===== config.mk =====
export PLATFORM = sky130hd
export DESIGN_NAME = ppp_mul
export DESIGN_NICKNAME = d
export VERILOG_FILES = /design/src/hdl/ppp_pkg.sv /design/src/hdl/ppp_mul.sv
export SDC_FILE = /design/constraint.sdc
export NUM_CORES = 2
export LEC_CHECK = 0
export BUFFER_PORTS_ARGS = -buffer_cell sky130_fd_sc_hd__buf_2
export CAP_MARGIN = 20
export CORE_MARGIN = 3
export CORE_UTILIZATION = 57
export CTS_CLUSTER_SIZE = 28
export DETAILED_ROUTE_END_ITERATION = 12
export PLACE_DENSITY_LB_ADDON = 0.08
export SYNTH_ARGS = -nofsm -noshare
export SYNTH_HDL_FRONTEND = slang
export SYNTH_SLANG_ARGS = --single-unit

===== constraint.sdc =====
create_clock -name i_clk -period 12.4 [get_ports i_clk]
set_input_delay 2.48 -clock i_clk [delete_from_list [all_inputs] [get_ports i_clk]]
set_output_delay 2.48 -clock i_clk [all_outputs]
set_load 0.03 [all_outputs]

===== src/hdl/ppp_pkg.sv =====
// ppp_pkg: shared constants, beat types and helper functions for the
// polyline point projection core. No dependencies.
`timescale 1ns / 1ps
`default_nettype none

package ppp_pkg;

    localparam int MAX_V  = 64;                 // vertex capacity
    localparam int AW     = $clog2(MAX_V);      // store address width
    localparam int CW     = $clog2(MAX_V + 1);  // vertex count width
    localparam int FRAC   = 16;                 // fraction bits of t and of the ratio
    localparam int ARC_W  = 40;
    localparam int QW     = 34;                 // root / quotient width
    localparam int SQ_STEPS = 34;               // root digits of a 68-bit radicand

    localparam logic [1:0] KIND_APPEND = 2'd0;
    localparam logic [1:0] KIND_QUERY  = 2'd1;
    localparam logic [1:0] KIND_CLEAR  = 2'd2;

    localparam logic [1:0] ST_OK   = 2'd0;
    localparam logic [1:0] ST_FEW  = 2'd1;
    localparam logic [1:0] ST_ZERO = 2'd2;

    typedef struct packed {
        logic [1:0]         kind;
        logic signed [31:0] coord_x;
        logic signed [31:0] coord_y;
    } t_in_beat;

    typedef struct packed {
        logic [ARC_W-1:0] arc_distance;
        logic [1:0]       status;
    } t_out_beat;

    typedef struct packed {
        logic [32:0] a;
        logic [32:0] b;
        logic        neg;
    } t_mul_req;

    typedef struct packed {
        logic        start;
        logic        sqrt;
        logic [67:0] num;
        logic [65:0] den;
        logic [5:0]  steps;
        logic        q0;
    } t_dsq_req;

    typedef struct packed {
        logic          done;
        logic [QW-1:0] q;
    } t_dsq_rsp;

    typedef struct packed {
        logic               en;
        logic [AW-1:0]      addr;
        logic signed [31:0] x;
        logic signed [31:0] y;
        logic [ARC_W-1:0]   cum;
    } t_st_wr;

    typedef struct packed {
        logic signed [31:0] x;
        logic signed [31:0] y;
        logic [ARC_W-1:0]   cum;
    } t_st_rd;

    function automatic logic [32:0] mag33(input logic signed [32:0] v);
        return v[32] ? 33'(-v) : 33'(v);
    endfunction

endpackage

`default_nettype wire


===== src/hdl/ppp_mul.sv =====
// ppp_mul: shared 33x33 magnitude multiplier with sign, output registered.
// Depends on ppp_pkg.
`timescale 1ns / 1ps
`default_nettype none

module ppp_mul
    import ppp_pkg::*;
(
    input  wire logic               i_clk,
    input  wire t_mul_req           i_req,
    output logic signed [66:0]      o_prod
);

    logic [65:0]        w_mag;
    logic signed [66:0] r_prod;

    assign w_mag = 66'(i_req.a) * 66'(i_req.b);

    always_ff @(posedge i_clk) begin
        r_prod <= i_req.neg ? -$signed({1'b0, w_mag}) : $signed({1'b0, w_mag});
    end

    assign o_prod = r_prod;

endmodule

`default_nettype wire


---- Word level (Yosys, flattened, before mapping) ----
Cells that the tools add are included.
storage, ports and cells
  memories kept ........................... 0
  flip-flop bits (word level) ............. 67
  bits in latches ......................... 0
  memory bits (writable) .................. 0
  ROM bits ................................ 0
cells by class
  bitwise operators ....................... 0
  equal/unequal tests ..................... 0
  shift operators ......................... 0
  magnitude comparators ................... 0
  add/sub/neg operators ................... 1
  $mul .................................... 1
  mux-type cells .......................... 1
  divide/modulo/power cells ............... 0
  reduce and logical (&&, ||, !) cells .... 0
operators with widths
  cell                                            count
  66-bit negator with 67-bit output               1
  33-bit by 33-bit multiplier with 66-bit output  1
  66-bit two-way mux                              1

---- Longest topological paths before layout ----
  word-level depth ........................ 3
  mapped depth ............................ 32

---- Worst setup path after synthesis ----
No wires, ideal clock.
  kind .................................... input port to flip-flop
  from .................................... input i_req[1] (netlist bit)
  to ...................................... register r_prod[66], in the netlist o_prod[66]
  stages on the path ...................... 30
  arrival time ............................ 10,368 ps
  setup slack ............................. 1,912 ps
  library setup time ...................... 120 ps
  path buffers ............................ 2
  required time ........................... 12,280 ps
  cells stage by stage .................... clkbuf_1 -> and2_1 -> fa_1 -> inv_1 -> fa_1 -> inv_1 -> fa_1 -> inv_1 -> fa_1 -> inv_1 -> fa_1 -> inv_1 -> fa_1 -> inv_1 -> fa_1 -> inv_1 -> fa_1 -> inv_1 -> ha_1 -> buf_2 -> nand4_1 -> a2111oi_0 -> nor3_2 -> o41a_2 -> xor2_1 -> nand4b_1 -> nor4_4 -> nand3_2 -> or4_1 -> o31a_1
between the ends
  longest elaborated chain between the ends .. 2
RTL lines
  what                                            line           RTL
  from (decl)                                     ppp_mul.sv:10  input wire t_mul_req i_req,
  33-bit by 33-bit multiplier with 66-bit output  ppp_mul.sv:17  assign w_mag = 66'(i_req.a) * 66'(i_req.b);
  66-bit negator with 67-bit output               ppp_mul.sv:20  r_prod <= i_req.neg ? -$signed({1'b0, w_mag}) : $signed({1'b0, w_mag});
  to (signal assigned)                            ppp_mul.sv:20
  to (decl)                                       ppp_mul.sv:15  logic signed [66:0] r_prod;
Every way passes these cells.
A chain may end at the register's enable or synchronous reset.

---- Worst setup path after layout ----
  from .................................... input i_req[54] (netlist bit)
  to ...................................... register r_prod[66], in the netlist o_prod[66]
The elaborated chain is that of the path after synthesis.

==> summary.txt <==
Outcome
  • Status: completed

Floorplanning
  • Die width: ~270 um
  • Die footprint: 72,490 sq um
  • Die height: 269.2 um
  • FP Rows: 95
  • Initial core utilization: 0.5820
  • Ports: 135
  • Core box area: between 60,000 and 70,000 sq um

Routing
  • Post-Route WL: around 110,000 um
  • WL met3: about 7900 um
  • Antenna Nets Post-Route: 0
  • Vias per inst: approximately 5.5
  • Residual DRC: 0
  • DR vias: between 20,000 and 30,000
  • Drt first pass iters: 6
  • Wire per inst: roughly 20 um
  • Metal-1 WL: about 47,000 um
  • Met2 wire length: 49,140 um
  • Initial drt markers: slightly above 2,000
  • Top sig layer: met5

Timing
  • Min Tclk post-route: 11,580 ps
  • Worst slew margin: 0.3263
  • Hold Fails Final Rpt: 0
  • Final setup TNS: 0 ps
  • RSZ-0062 raised after global routing: no
  • Final setup vio count: 0
  • Worst-Margin Slew: about 1000 ps
  • Tcrit/Tclk final: 0.9336
  • Pins Over Slew Limit: 0
  • Max frequency: approximately 86 MHz

Synthesis
  • Synth cell types: a little under 90
  • Synth area leaders: fa_1, inv_1, and2_1, ha_1, nand2_1
  • Async S/R FF share, synth: 0
  • Synth top area share: 0.4856
  • Synth cell count leaders: inv_1, fa_1, nand2_1
  • Leading area contributor after synthesis: fa_1
  • Synthesis warning total: 0
  • Mapped Area: around 39,000 sq um
  • Post-synthesis sequential area ratio: 0.03396
  • Most used DFF post-synth: dfxtp_1
  • #FFs+latches synth: 67
  • Most frequent cell after synthesis: inv_1
  • Number of flops mapped to enable cells by yosys: 0
  • Mapped Nets: 5,804
  • Mean Syn Cell Area: just under 9 sq um
  • Cells after synthesis: ~4,500

Clocking
  • CTS Buf Count: 9
  • CTS max path bufs: 2
  • CTS tree: done
  • Clk root buf: clkbuf_16
  • CTS sink count: between 60 and 70
  • Clock Pin Slew Worst Setup and Hold Paths: about 50 ps
  • H-tree levels: 3
  • Setup bufs post-CTS: 0
  • CTS resizes: 0
  • CTS hold repair buffers: 0

Cells and area
  • Fillers: between 6,000 and 7,000
  • Max FFs per register: 67
  • # nets final: approximately 5,700
  • P&R area growth vs syn: 3.703%
  • Layout cells sized above 1: 0.05587
  • Fin cells: roughly 5,400

Global routing
  • GR Util All Layers: 0.3023
  • Vias in the first global route: between 30,000 and 40,000
  • Antenna violations before repair: 5
  • Gr ovfl total: 0
  • Largest net degree at the start of global routing: 63
  • First-pass GRT wire length: roughly 180,000 um

Critical path
  • Worst path buffer plus inverter count: 5
  • Worst-path maximum fanout: 27
  • Cell mode on critical path: fa_1
  • Worst Setup Start Kind: input pin
  • Crit Path Class: in2reg
  • Slowest-stage cell, CP: fa_1
  • Crit. End Element: flip-flop
  • Critical Path RT: around 13,000 ps
  • Slowest stage delay, CP: 570 ps
  • CP arrival: approximately 12,000 ps
  • Cell family with most CP delay: adder cells

Placed design
  • GP Congestion: just over 0.9
  • Number of I/O port buffers: roughly 130
  • Dpl hpwl: between 80,000 and 90,000 um
  • Placed cells: 5,362

Worst hold path
  • Hold crit path type: in2reg

Job
  • Max_cap viols: 0
-- worst paths after layout --
check,cells after the start,to,slack [ps],startpoint
setup / recovery,26,o_prod[66],820,i_req[54]
hold / removal,3,o_prod[0],2800,i_req[1]
-- cells in the final DEF, fill, tap and decap left out, types with 7 or more instances in the layout --
cell type  synthesis  final
a211oi_1          12     12
a21boi_0           7      7
a21o_1            14     14
a21oi_1           94     94
and2_1           551    551
and4_1             9      9
buf_2             22    134
buf_4              3     47
clkbuf_16          0      9
dfxtp_1           67     67
fa_1             958    958
ha_1             266    266
inv_1           1048   1048
nand2_1          669    669
nand3_1           24     24
nand4_1           38     38
nor2_1            74     74
nor3_1            21     21
o21a_1            10     10
o21ai_0           74     74
o21ai_1           17     17
o21bai_1           7      7
o31ai_1           26     26
or2_2             14     14
or3_1             11     11
xnor2_1           74     74
xor2_1            33     33
-- stage by stage --
step	worst slack, ps	utilization	cell area (sq um)	hold WS, ps
after floorplan	1912	-	39500	2636
after global placement	595.5	0.5988	40640	2916
after detailed placement	615.4	0.5988	40640	2915
after CTS	877.3	0.6034	40960	2794
after global routing	413.6	0.6035	40960	2844
final	822.8	0.6035	40960	2799
-- kinds of logic after synthesis --
family	count (synthesis)	share of synthesized area
muxes	4	0.001077
xor gates and xnor gates	107	0.02373
AOI/OAI and AO/OA	345	0.05892
DFF	67	0.03396
and+or+nand+nor	1465	0.1868
buffers and inverters	1300	0.1257
adders and majority gates	1224	0.5698
-- area by class of cell --
class                           instances  area, sq um  share of cell area
Sequential cell                        67         1341             0.03275
Clock buffer                           11        252.7            0.006170
Multi-Input combinational cell       3145        33190              0.8103
Timing Repair Buffer                  181         1023             0.02499
Antenna cell                            2        5.005           0.0001222
Inverter                             1048         3934             0.09604
Tap cell                              921         1152             0.02813
Clock inverter                          5        60.06            0.001466
-- layer usage --
layer | GRT usage | up-vias
met2 | 0.4879 | 1089
met1 | 0.4484 | 15254
met5 | 0 | -
li1 | - | 13142
met4 | 0.04219 | 4
met3 | 0.04161 | 126
Power is not shown: default switching activity piles up to over one toggle a cycle in this logic, so the estimate is an artifact.
