[src/hdl/ppp_pkg.sv]
// ppp_pkg: shared constants, beat types and helper functions for the
// polyline point projection core. No dependencies.
`timescale 1ns / 1ps
`default_nettype none

package ppp_pkg;

    localparam int MAX_V  = 64;                 // vertex capacity
    localparam int AW     = $clog2(MAX_V);      // store address width
    localparam int CW     = $clog2(MAX_V + 1);  // vertex count width
    localparam int FRAC   = 16;                 // fraction bits of t and of the ratio
    localparam int ARC_W  = 40;
    localparam int QW     = 34;                 // root / quotient width
    localparam int SQ_STEPS = 34;               // root digits of a 68-bit radicand

    localparam logic [1:0] KIND_APPEND = 2'd0;
    localparam logic [1:0] KIND_QUERY  = 2'd1;
    localparam logic [1:0] KIND_CLEAR  = 2'd2;

    localparam logic [1:0] ST_OK   = 2'd0;
    localparam logic [1:0] ST_FEW  = 2'd1;
    localparam logic [1:0] ST_ZERO = 2'd2;

    typedef struct packed {
        logic [1:0]         kind;
        logic signed [31:0] coord_x;
        logic signed [31:0] coord_y;
    } t_in_beat;

    typedef struct packed {
        logic [ARC_W-1:0] arc_distance;
        logic [1:0]       status;
    } t_out_beat;

    typedef struct packed {
        logic [32:0] a;
        logic [32:0] b;
        logic        neg;
    } t_mul_req;

    typedef struct packed {
        logic        start;
        logic        sqrt;
        logic [67:0] num;
        logic [65:0] den;
        logic [5:0]  steps;
        logic        q0;
    } t_dsq_req;

    typedef struct packed {
        logic          done;
        logic [QW-1:0] q;
    } t_dsq_rsp;

    typedef struct packed {
        logic               en;
        logic [AW-1:0]      addr;
        logic signed [31:0] x;
        logic signed [31:0] y;
        logic [ARC_W-1:0]   cum;
    } t_st_wr;

    typedef struct packed {
        logic signed [31:0] x;
        logic signed [31:0] y;
        logic [ARC_W-1:0]   cum;
    } t_st_rd;

    function automatic logic [32:0] mag33(input logic signed [32:0] v);
        return v[32] ? 33'(-v) : 33'(v);
    endfunction

endpackage

`default_nettype wire

[src/hdl/ppp_dsq.sv]
// ppp_dsq: restoring divider / square root, one digit per cycle.
// Depends on ppp_pkg.
`timescale 1ns / 1ps
`default_nettype none

module ppp_dsq
    import ppp_pkg::*;
(
    input  wire logic      i_clk,
    input  wire logic      i_rst_n,
    input  wire t_dsq_req  i_req,
    output t_dsq_rsp       o_rsp
);

    logic          r_busy;
    logic          r_done;
    logic [5:0]    r_cnt;
    logic          r_sqrt;
    logic [66:0]   r_rem;
    logic [67:0]   r_rad;
    logic [65:0]   r_den;
    logic [QW-1:0] r_q;

    logic [68:0] w_sh;
    logic [68:0] w_trial;
    logic        w_ge;

    always_comb begin
        w_sh    = r_sqrt ? {r_rem, r_rad[67:66]} : 69'({r_rem, 1'b0});
        w_trial = r_sqrt ? 69'({r_q, 2'b01}) : 69'(r_den);
        w_ge    = w_sh >= w_trial;
    end

    // control
    always_ff @(posedge i_clk) begin
        if (!i_rst_n) begin
            r_busy <= 1'b0;
            r_done <= 1'b0;
            r_cnt  <= '0;
        end else begin
            r_done <= 1'b0;
            if (i_req.start) begin
                r_busy <= 1'b1;
                r_cnt  <= i_req.steps;
            end else if (r_busy) begin
                r_cnt <= r_cnt - 6'd1;
                if (r_cnt == 6'd1) begin
                    r_busy <= 1'b0;
                    r_done <= 1'b1;
                end
            end
        end
    end

    // datapath
    always_ff @(posedge i_clk) begin
        if (i_req.start) begin
            r_sqrt <= i_req.sqrt;
            r_rem  <= i_req.sqrt ? '0 : i_req.num[66:0];
            r_rad  <= i_req.num;
            r_den  <= i_req.den;
            r_q    <= QW'(i_req.q0);
        end else if (r_busy) begin
            r_rem <= 67'(w_ge ? (w_sh - w_trial) : w_sh);
            r_rad <= {r_rad[65:0], 2'b00};
            r_q   <= {r_q[QW-2:0], w_ge};
        end
    end

    assign o_rsp.done = r_done;
    assign o_rsp.q    = r_q;

endmodule

`default_nettype wire

[config.mk]
export PLATFORM = sky130hd
export DESIGN_NAME = ppp_dsq
export DESIGN_NICKNAME = d
export VERILOG_FILES = /design/src/hdl/ppp_pkg.sv /design/src/hdl/ppp_dsq.sv
export SDC_FILE = /design/constraint.sdc
export NUM_CORES = 1
export LEC_CHECK = 0
export BUFFER_PORTS_ARGS = -buffer_cell sky130_fd_sc_hd__buf_2
export CAP_MARGIN = 20
export CORE_MARGIN = 1.5
export CORE_UTILIZATION = 57
export CTS_CLUSTER_DIAMETER = 120
export CTS_CLUSTER_SIZE = 10
export DETAILED_ROUTE_END_ITERATION = 12
export GPL_TIMING_DRIVEN = 0
export MAX_ROUTING_LAYER = met4
export PLACE_DENSITY = 0.78
export REMOVE_ABC_BUFFERS = 1
export SYNTH_ARGS = -nofsm -noshare
export SYNTH_HDL_FRONTEND = slang
export SYNTH_SLANG_ARGS = --single-unit
export TNS_END_PERCENT = 5
[constraint.sdc]
create_clock -name i_clk -period 6.5 [get_ports i_clk]
set_input_delay 0 -clock i_clk [delete_from_list [all_inputs] [get_ports i_clk]]
set_output_delay 0 -clock i_clk [all_outputs]
set_load 0.05 [all_outputs]
# Yosys cells after proc, flatten, opt, wreduce, memory -nomap -nowiden

Cells that the tools add are included.
W data, S select, Z words.

Bits in registers: 244
Bits of input ports: 145
Output and inout bits: 35
Word-level logic and storage cells: 33

Add/subtract/negate cells: 2
$lt $le $gt $ge: 1
Equal/unequal tests: 1
Muxes and demuxes: 16
Bitwise operators: 2
Reduce and logical (&&, ||, !) cells: 2

Operators by type and width:

| operator              | number |
|---|---|
| $mux W67              | 4 |
| $mux W68              | 2 |
| $ge A69 B66 Y1        | 1 |
| $mux W69              | 1 |
| $sub A67 B66 Y67      | 1 |
| $mux W66              | 1 |
| $mux W6               | 2 |
| $eq A6 B1 Y1 const B  | 1 |
| $mux W1               | 6 |
| $sub A6 B1 Y6 const B | 1 |
| $reduce_or A3 Y1      | 1 |
| $not A1 Y1            | 2 |
| $reduce_bool A2 Y1    | 1 |

# Longest topological paths before layout

Gate-level depths: netlist (run 1).

Word-level depth: 5
Mapped depth: 20
Depth with buffers taken out: 14

# Least setup slack after synthesis (run 1)

No wires, ideal clock.

Path type: register to register
From: reg r_sqrt
To: reg r_rem[60] (data pin)
Library setup time: 0.255 ns
Data arrival time: 4.977 ns
Required time: 6.245 ns
Setup slack: 1.268 ns
Stages on the path, launching flop included: 18
Buffers on the path: 5
Clock period less this slack: 5.232 ns
Cells stage by stage: edfxtp_1 clkbuf_1 clkbuf_1 clkbuf_1 clkbuf_1 clkbuf_1 mux2i_1 ha_1 nand2_1 or3_1 a2111o_1 o21a_1 o21a_1 a211oi_2 o2111ai_1 and2_4 or4_1 and3_1

Word-level cells in the longest chain between the ends: 5
Elaborated cells on any way between the ends: 7
Classes of those cells: add/sub (1); order compare (1); mux (5)

Ends and longest elaborated chain:

| element                                                   | line                         | RTL |
|---|---|---|
| start: declaration                                        | ppp_dsq.sv:18                | `logic r_sqrt;` |
| start signal: assignment                                  | ppp_dsq.sv:58                | `r_sqrt <= i_req.sqrt;` |
| $mux W69 / $mux W66 (equally long branches)               | ppp_dsq.sv:29, ppp_dsq.sv:30 |  |
| $sub A67 B66 Y67 / $ge A69 B66 Y1 (equally long branches) | ppp_dsq.sv:64, ppp_dsq.sv:31 |  |
| $mux W67 *                                                | ppp_dsq.sv:64                | `r_rem <= 67'(w_ge ? (w_sh - w_trial) : w_sh);` |
| $mux W67 *                                                | ppp_dsq.sv:63                | `end else if (r_busy) begin` |
| $mux W67 *                                                | ppp_dsq.sv:57                | `if (i_req.start) begin` |
| end signal: assignment                                    | ppp_dsq.sv:59                | `r_rem <= i_req.sqrt ? '0 : i_req.num[66:0];` |
| end signal: assignment                                    | ppp_dsq.sv:64                |  |
| end: declaration                                          | ppp_dsq.sv:19                | `logic [66:0] r_rem;` |

Every way passes the cells marked *; elsewhere a longest branch is shown, timed or not. The select of a mux whose other input is x is not followed.
A chain may end at the register's enable or synchronous reset.

# Worst setup path in the final report (run 1)

From: reg r_sqrt
To: reg r_rem[0] (data pin)

The elaborated chain is that of the path after synthesis.

==> summary.txt, run 1 <==
Routing
  • DR iter-0 viols: 1,109
  • Drt wl/cell: 20.0 um
  • Routed WL: approximately 42,000 um
  • DRT Pass-1 Iters: 9
  • Routed vias: about 13,000
  • DRC viols: 7
  • Vias/cell: approximately 6.0
  • Post-DRT Antenna Nets: 0

GRT
  • Initial antenna violation count: 0
  • Global-route usage over all layers: 30.5%
  • GR Overflow Total: 0
  • First-pass GRT wire length: 66,200 um
  • Largest net degree at the start of global routing: 155
  • Vias in the first global route: 12,813

Setup path
  • Worst setup SP type: register
  • Start of the worst register-to-register path: r_sqrt$_DFFE_PP_
  • Worst Setup SP: r_sqrt$_DFFE_PP_
  • Critical path peak fanout: 53
  • Critical path capture point type: register
  • Crit-path slowest cell: edfxtp_1
  • Critical path's largest stage delay: between 1 and 1.5 ns
  • Crit Path Class: register to register
  • Critical Path RT: 6.81 ns
  • Cell Chain, Critical Path: buf_16, buf_16, mux2_2, ha_1, a21oi_1, nand3_1, a31oi_1, o21a_1, o21a_1, a211oi_2, o2111ai_2, nand2_4, a22o_1, a31o_2
  • Crit path DAT: 6.51 ns

Min path
  • Worst Hold Launch: i_req[30]
  • Hold Crit Class: input pin to register

Yosys
  • Syn avg cell area: between 10 and 15 um2
  • Sequential share of the synthesized area: 45.3%
  • Ys async rst share: 0%
  • Number of synthesized flops with an enable pin: 203
  • #FFs+latches synth: 244
  • Post-synth cell types: 65
  • Synth Flop Type: edfxtp_1
  • Syn. warnings: 0
  • Cells after synthesis: 1,459
  • Mapped cell area: 15,300 um2

Clocking
  • Sink Count: approximately 240
  • Reg clk slew, reported paths: 0.06 ns
  • Post-CTS sizing: 0
  • H-tree Lvls: 1
  • Clock root cell: clkbuf_16
  • CTS Buf Count: 28
  • Cts hold-fix bufs: about 150
  • Clk Latency, worst-skew pair: 0.56 ns
  • Post-CTS Setup Bufs: 0
  • CTS tree: yes
  • CTS Buffer Depth: 3

Floorplanning
  • Die X: around 170 um
  • Initial cell density of the core: 58.3%
  • Row count: 59
  • Ports: 180
  • Die area: between 20,000 and 30,000 um2
  • Core area: 26,200 um2
  • Die Ht: 167 um

Pwr
  • Peak VDD IR: between 0.2 and 0.3 mV
  • Pleak: a little under 8 nW
  • Power Density: 410 nW/um2

STA
  • Fin Hold WS: 0.154 ns
  • Final setup vio count: 0
  • Relative slew slack: 25.9%
  • Worst Max-Slew Pin Slew: approximately 1.1 ns
  • RSZ-0062 raised after global routing: no
  • Final-report hold violation count: 0
  • Pins Over Slew Limit: 0
  • Fin crit share: 95.3%
  • Fmax: between 0.15 and 0.2 GHz
  • Min Tclk post-route: 6.20 ns
  • Clock Skews: between 0.02 and 0.03 ns

Place
  • Port-buffer cells: ~180
  • Hpwl dp: 27,000 um
  • Gp weighted congestion: slightly below 0.9

Outcome
  • Failing checks: design-rule violations
  • Status: finished with violations

Cells and area
  • Synth-to-Final Area Change: 23.4%
  • ANT cells: 0
  • Most frequent cells in the layout: edfxtp_1 (203), buf_2 (178), dlygate4sd3_1 (145), mux2_2 (132), nand2_1 (125)
  • Commonest non-fill, non-tap cell in the layout: edfxtp_1
  • Share of cells above drive strength 1: a little over a fifth
  • Layout net count: 1,953
  • Fin util: 71.9%

Run
  • Max-cap check violation count: 0
where the power goes:
group	switching (mW)	internal, mW
registers	0.143	2.09
clock network	0.629	0.808
logic	2.35	1.71
total	3.12	4.61
Yosys cell counts, drive strengths merged (5+ instances only):
cell type / instances / area share (%)
nand2: 126 / 3.1
a31oi: 14 / 0.57
xor2: 19 / 1.1
clkbuf: 64 / 1.6
o21a: 11 / 0.54
a221o: 9 / 0.59
o31ai: 6 / 0.29
buf: 21 / 0.68
dfxtp: 41 / 5.4
nand4: 28 / 1.1
or3: 6 / 0.25
and2: 13 / 0.55
o21ai: 103 / 3.4
xnor2: 39 / 2.2
o21bai: 15 / 0.74
nor2: 99 / 2.4
nor2b: 8 / 0.33
mux2i: 107 / 7.0
nand2b: 37 / 1.5
ha: 68 / 5.6
nor4: 6 / 0.25
nand3: 20 / 0.66
and3: 16 / 0.66
a211oi: 12 / 0.62
inv: 23 / 0.57
o211ai: 5 / 0.25
a21o: 22 / 1.1
edfxtp: 203 / 40
nor3: 18 / 0.59
a21oi: 117 / 3.8
mux2: 132 / 9.7
flip-flops by register name, indices dropped and copies added (netlist names):
name    cells
r_busy      1
r_cnt       6
r_den      66
r_done      1
r_q        34
r_rad      68
r_rem      67
r_sqrt      1
worst max-delay path, delay by kind of cell (launching register included):
kind | cells | cell delay, ns
muxes | 1 | 0.36
buffers and inverters | 2 | 0.43
DFF | 1 | 1.02
adders and majority gates | 1 | 0.41
and+or+nand+nor | 2 | 0.89
AOI/OAI and AO/OA | 8 | 2.77
final cells by class:
| type | count | area, um2 |
|---|---|---|
| multi-input cells | 1107 | 7950 |
| clock inverters | 2 | 38.8 |
| well taps | 335 | 419 |
| inverters | 23 | 86.3 |
| repair buffers | 335 | 2660 |
| clock buffers | 48 | 776 |
| fillers | 1838 | 7350 |
| flip-flops and latches | 244 | 6920 |
cell families (layout without fill, tap and decap cells):
kind of cell	after synthesis	after routing	synth area share, %
AO/OA/AOI/OAI	351	351	14.0
XOR/XNOR	58	58	3.33
adder cells (fa/ha/maj)	69	69	5.70
buffers and inverters	108	408	2.82
flip-flops	244	244	45.3
multiplexers	239	239	16.7
AND/OR/NAND/NOR	390	390	12.1
routing by layer:
layer  vias to the layer above  wire (um)  share of wire, %  global-route usage, %
met3                        82       1860               4.4                   3.37
met4                         0       1190               2.9                   8.97
met2                       398      21300                51                   53.3
met1                      6091      17600                42                   37.2
li1                       6017          -                 -                      -
met5                         -          0                 0                      -
worst paths after layout:
check	end	slack, ns	cells after the start
max	r_rem[0]$_DFFE_PP_	0.30	14
min	r_den[23]$_DFFE_PP_	0.15	2
max reg2reg	r_rem[0]$_DFFE_PP_	0.30	14
min reg2reg	r_q[33]$_SDFFE_PP0P_	0.53	2
through the flow:
stage / power [mW] / cell area (um2) / TNS [ns] / cells / setup WS (ns)
after floorplan: 5.18 / 14900 / -42.14 / 1374 / -0.820
after global placement: 6.06 / 16200 / -247.51 / 1888 / -3.96
after detailed placement: 6.15 / 16600 / 0 / 1899 / 0.365
after CTS: 7.66 / 18900 / 0 / 2094 / 0.328
after global routing: 8.24 / 18900 / 0 / 2094 / 0.0515
final: 7.73 / 18900 / 0 / 2094 / 0.302
No activity file was read; power rests on OpenSTA's default activity.
==> run 2, diff against run 1 <==
CORE_ASPECT_RATIO = 0.7   (was not set)
==> run 2 against run 1 <==
The flow finishes with violations (negative hold slack). Clock skew rose by 0.0042 ns. Setup slack improved by 0.15 ns. Register-to-register slack improved by 0.15 ns. Combinational power rose by 3%.
==> summary.txt, run 2 (synthesis results as in run 1) <==
Outcome
  • Status: finished with violations (unchanged)
  • Failing checks: negative hold slack (was design-rule violations)

GRT
  • First-pass GRT wire length: 68,800 um (was 66,200 um)
  • Global-route usage over all layers: 32.5% (was 30.5%)
  • Largest net degree at the start of global routing: 137 (was 155)
  • Vias in the first global route: 12,741 (was 12,813)
  • Initial antenna violation count: 0 (unchanged)
  • GR Overflow Total: 0 (unchanged)

Clocking
  • CTS Buffer Depth: 3 (unchanged)
  • Post-CTS Setup Bufs: 0 (unchanged)
  • Clock root cell: clkbuf_16 (unchanged)
  • CTS tree: yes (unchanged)
  • CTS Buf Count: 28 (unchanged)
  • Sink Count: 244 (unchanged)
  • Post-CTS sizing: 0 (unchanged)
  • Reg clk slew, reported paths: 0.06 ns (about the same)
  • Clk Latency, worst-skew pair: 0.57 ns (was 0.56 ns)
  • H-tree Lvls: 1 (unchanged)
  • Cts hold-fix bufs: 144 (was 145)

Setup path
  • Worst setup SP type: register (unchanged)
  • Crit Path Class: register to register (unchanged)
  • Crit path DAT: 6.45 ns (was 6.51 ns)
  • Critical path capture point type: register (unchanged)
  • Critical Path RT: 6.91 ns (was 6.81 ns)
  • Critical path peak fanout: 31 (was 53)

STA
  • Pins Over Slew Limit: 0 (unchanged)
  • Fmax: 0.165 GHz (was 0.161 GHz)
  • RSZ-0062 raised after global routing: no (unchanged)
  • Min Tclk post-route: 6.04 ns (was 6.20 ns)
  • Relative slew slack: 26.5% (was 25.9%)
  • Worst Max-Slew Pin Slew: 1.10 ns (about the same)
  • Clock Skews: 0.0317 ns (was 0.0275 ns)
  • Final-report hold violation count: 6 (was 0)
  • Final setup vio count: 0 (unchanged)
  • Fin Hold WS: -0.0123 ns (was 0.154 ns)
  • Fin crit share: 93.0% (was 95.3%)

Cells and area
  • Non-filler cells, final: 2,121 (was 2,094)
  • # fillers: 1,841 (was 1,838)
  • Biggest regs: r_rad x68, r_rem x67, r_den x66 (unchanged)
  • Multi-input gate area: 7940 um2 (was 7950 um2)
  • ANT cells: 0 (unchanged)
  • Commonest non-fill, non-tap cell in the layout: edfxtp_1 (unchanged)
  • Register area: 6920 um2 (unchanged)
  • Largest register FFs: 68 (unchanged)
  • Largest reg by FF count: r_rad (unchanged)
  • Synth-to-Final Area Change: 23.7% (was 23.4%)
  • Share of cells above drive strength 1: 21.0% (was 20.9%)
  • Most frequent cells in the layout: edfxtp_1 (203), buf_2 (179), dlygate4sd3_1 (144), mux2_2 (132), nand2_1 (125) (was edfxtp_1 (203), buf_2 (178), dlygate4sd3_1 (145), mux2_2 (132), nand2_1 (125))
  • Layout net count: 1,956 (was 1,953)

Floorplanning
  • Die area: 27,800 um2 (about the same)
  • Die Ht: 140 um (was 167 um)
  • Row count: 49 (was 59)
  • Initial cell density of the core: 58.8% (was 58.3%)
  • Ports: 180 (unchanged)
  • Die X: 199 um (was 167 um)
  • Core area: 26,000 um2 (was 26,200 um2)

Routing
  • Routed vias: 12,950 (was 12,588)
  • DR iter-0 viols: 1,178 (was 1,109)
  • Post-DRT Antenna Nets: 0 (unchanged)
  • DRC viols: 0 (was 7)
  • Routed WL: 43,700 um (was 41,900 um)
  • DRT Pass-1 Iters: 6 (was 9)
  • Drt wl/cell: 20.6 um (was 20.0 um)
  • Vias/cell: 6.11 (was 6.01)

Place
  • Gp weighted congestion: 0.931 (was 0.885)
  • Port-buffer cells: 179 (unchanged)
  • Placed Instances: 1,925 (was 1,899)
  • Hpwl dp: 29,100 um (was 27,000 um)

Min path
  • Hold Crit Class: input pin to register (unchanged)

Run
  • Max-cap check violation count: 0 (unchanged)

Pwr
  • Power Density: 417 nW/um2 (was 410 nW/um2)
  • Total power: 7.87 mW (was 7.73 mW)
  • Pleak: 7.73 nW (was 7.72 nW)
  • Peak VDD IR: 0.229 mV (was 0.286 mV)
==> run 2: routing by layer <==
layer  vias to the layer above  wire [um]  GRT usage, %
li1                       6054          -             -
met1                      6181      20000          47.1
met2                       626      19000          47.2
met3                        89       3630          5.27
met4                         0       1050          8.97
met5                         -          0             -
==> run 2: area by class of cell <==
cell class	count	share of cell area, %
inverters	23	0.457
clock inverters	1	0.0463
flip-flops and latches	244	36.6
well taps	357	2.36
clock buffers	51	4.28
multi-input cells	1107	42.0
repair buffers	338	14.2
==> run 2: per-stage QoR <==
step	utilization (%)	area, um2	setup TNS (ns)	setup slack [ns]
6_report	72.7	18900	0	0.457
5_1_grt	72.7	18900	0	0.289
4_1_cts	72.7	18900	0	0.605
3_5_place_dp	64.0	16600	0	0.667
3_3_place_gp	62.6	16300	-242.74	-3.89
2_1_floorplan	-	14900	-42.14	-0.820
==> run 2: report_power, final <==
group          internal (mW)  total (mW)  switching, mW
registers               2.09        2.23          0.143
logic                   1.72        4.19           2.46
clock network          0.830        1.45          0.623
total                   4.64        7.87           3.23
==> run 2: final timing paths <==
check | slack, ns | to | cells past startpoint | startpoint
worst min-delay path | -0.01 | r_q[6]$_SDFFE_PP0P_ | 2 | i_req[142]
worst max register to register | 0.46 | r_rem[55]$_DFFE_PP_ | 15 | r_sqrt$_DFFE_PP_
worst max-delay path | 0.46 | r_rem[55]$_DFFE_PP_ | 15 | r_sqrt$_DFFE_PP_
worst min register to register | 0.53 | r_rad[66]$_DFFE_PP_ | 1 | r_rad[64]$_DFFE_PP_
==> run 2: worst max-delay path, stage by stage, from the launching register on <==
cell and delay (ns):
edfxtp_1 0.95, buf_8 0.27, buf_16 0.18, mux2_2 0.37, ha_1 0.42, nand2_1 0.12, or3_1 0.39, a2111o_1 0.43
o21a_1 0.19, o21a_1 0.25, a211oi_2 0.26, o2111ai_1 0.39, buf_6 0.29, and2_4 0.29, nor2_1 0.78, a221o_1 0.28
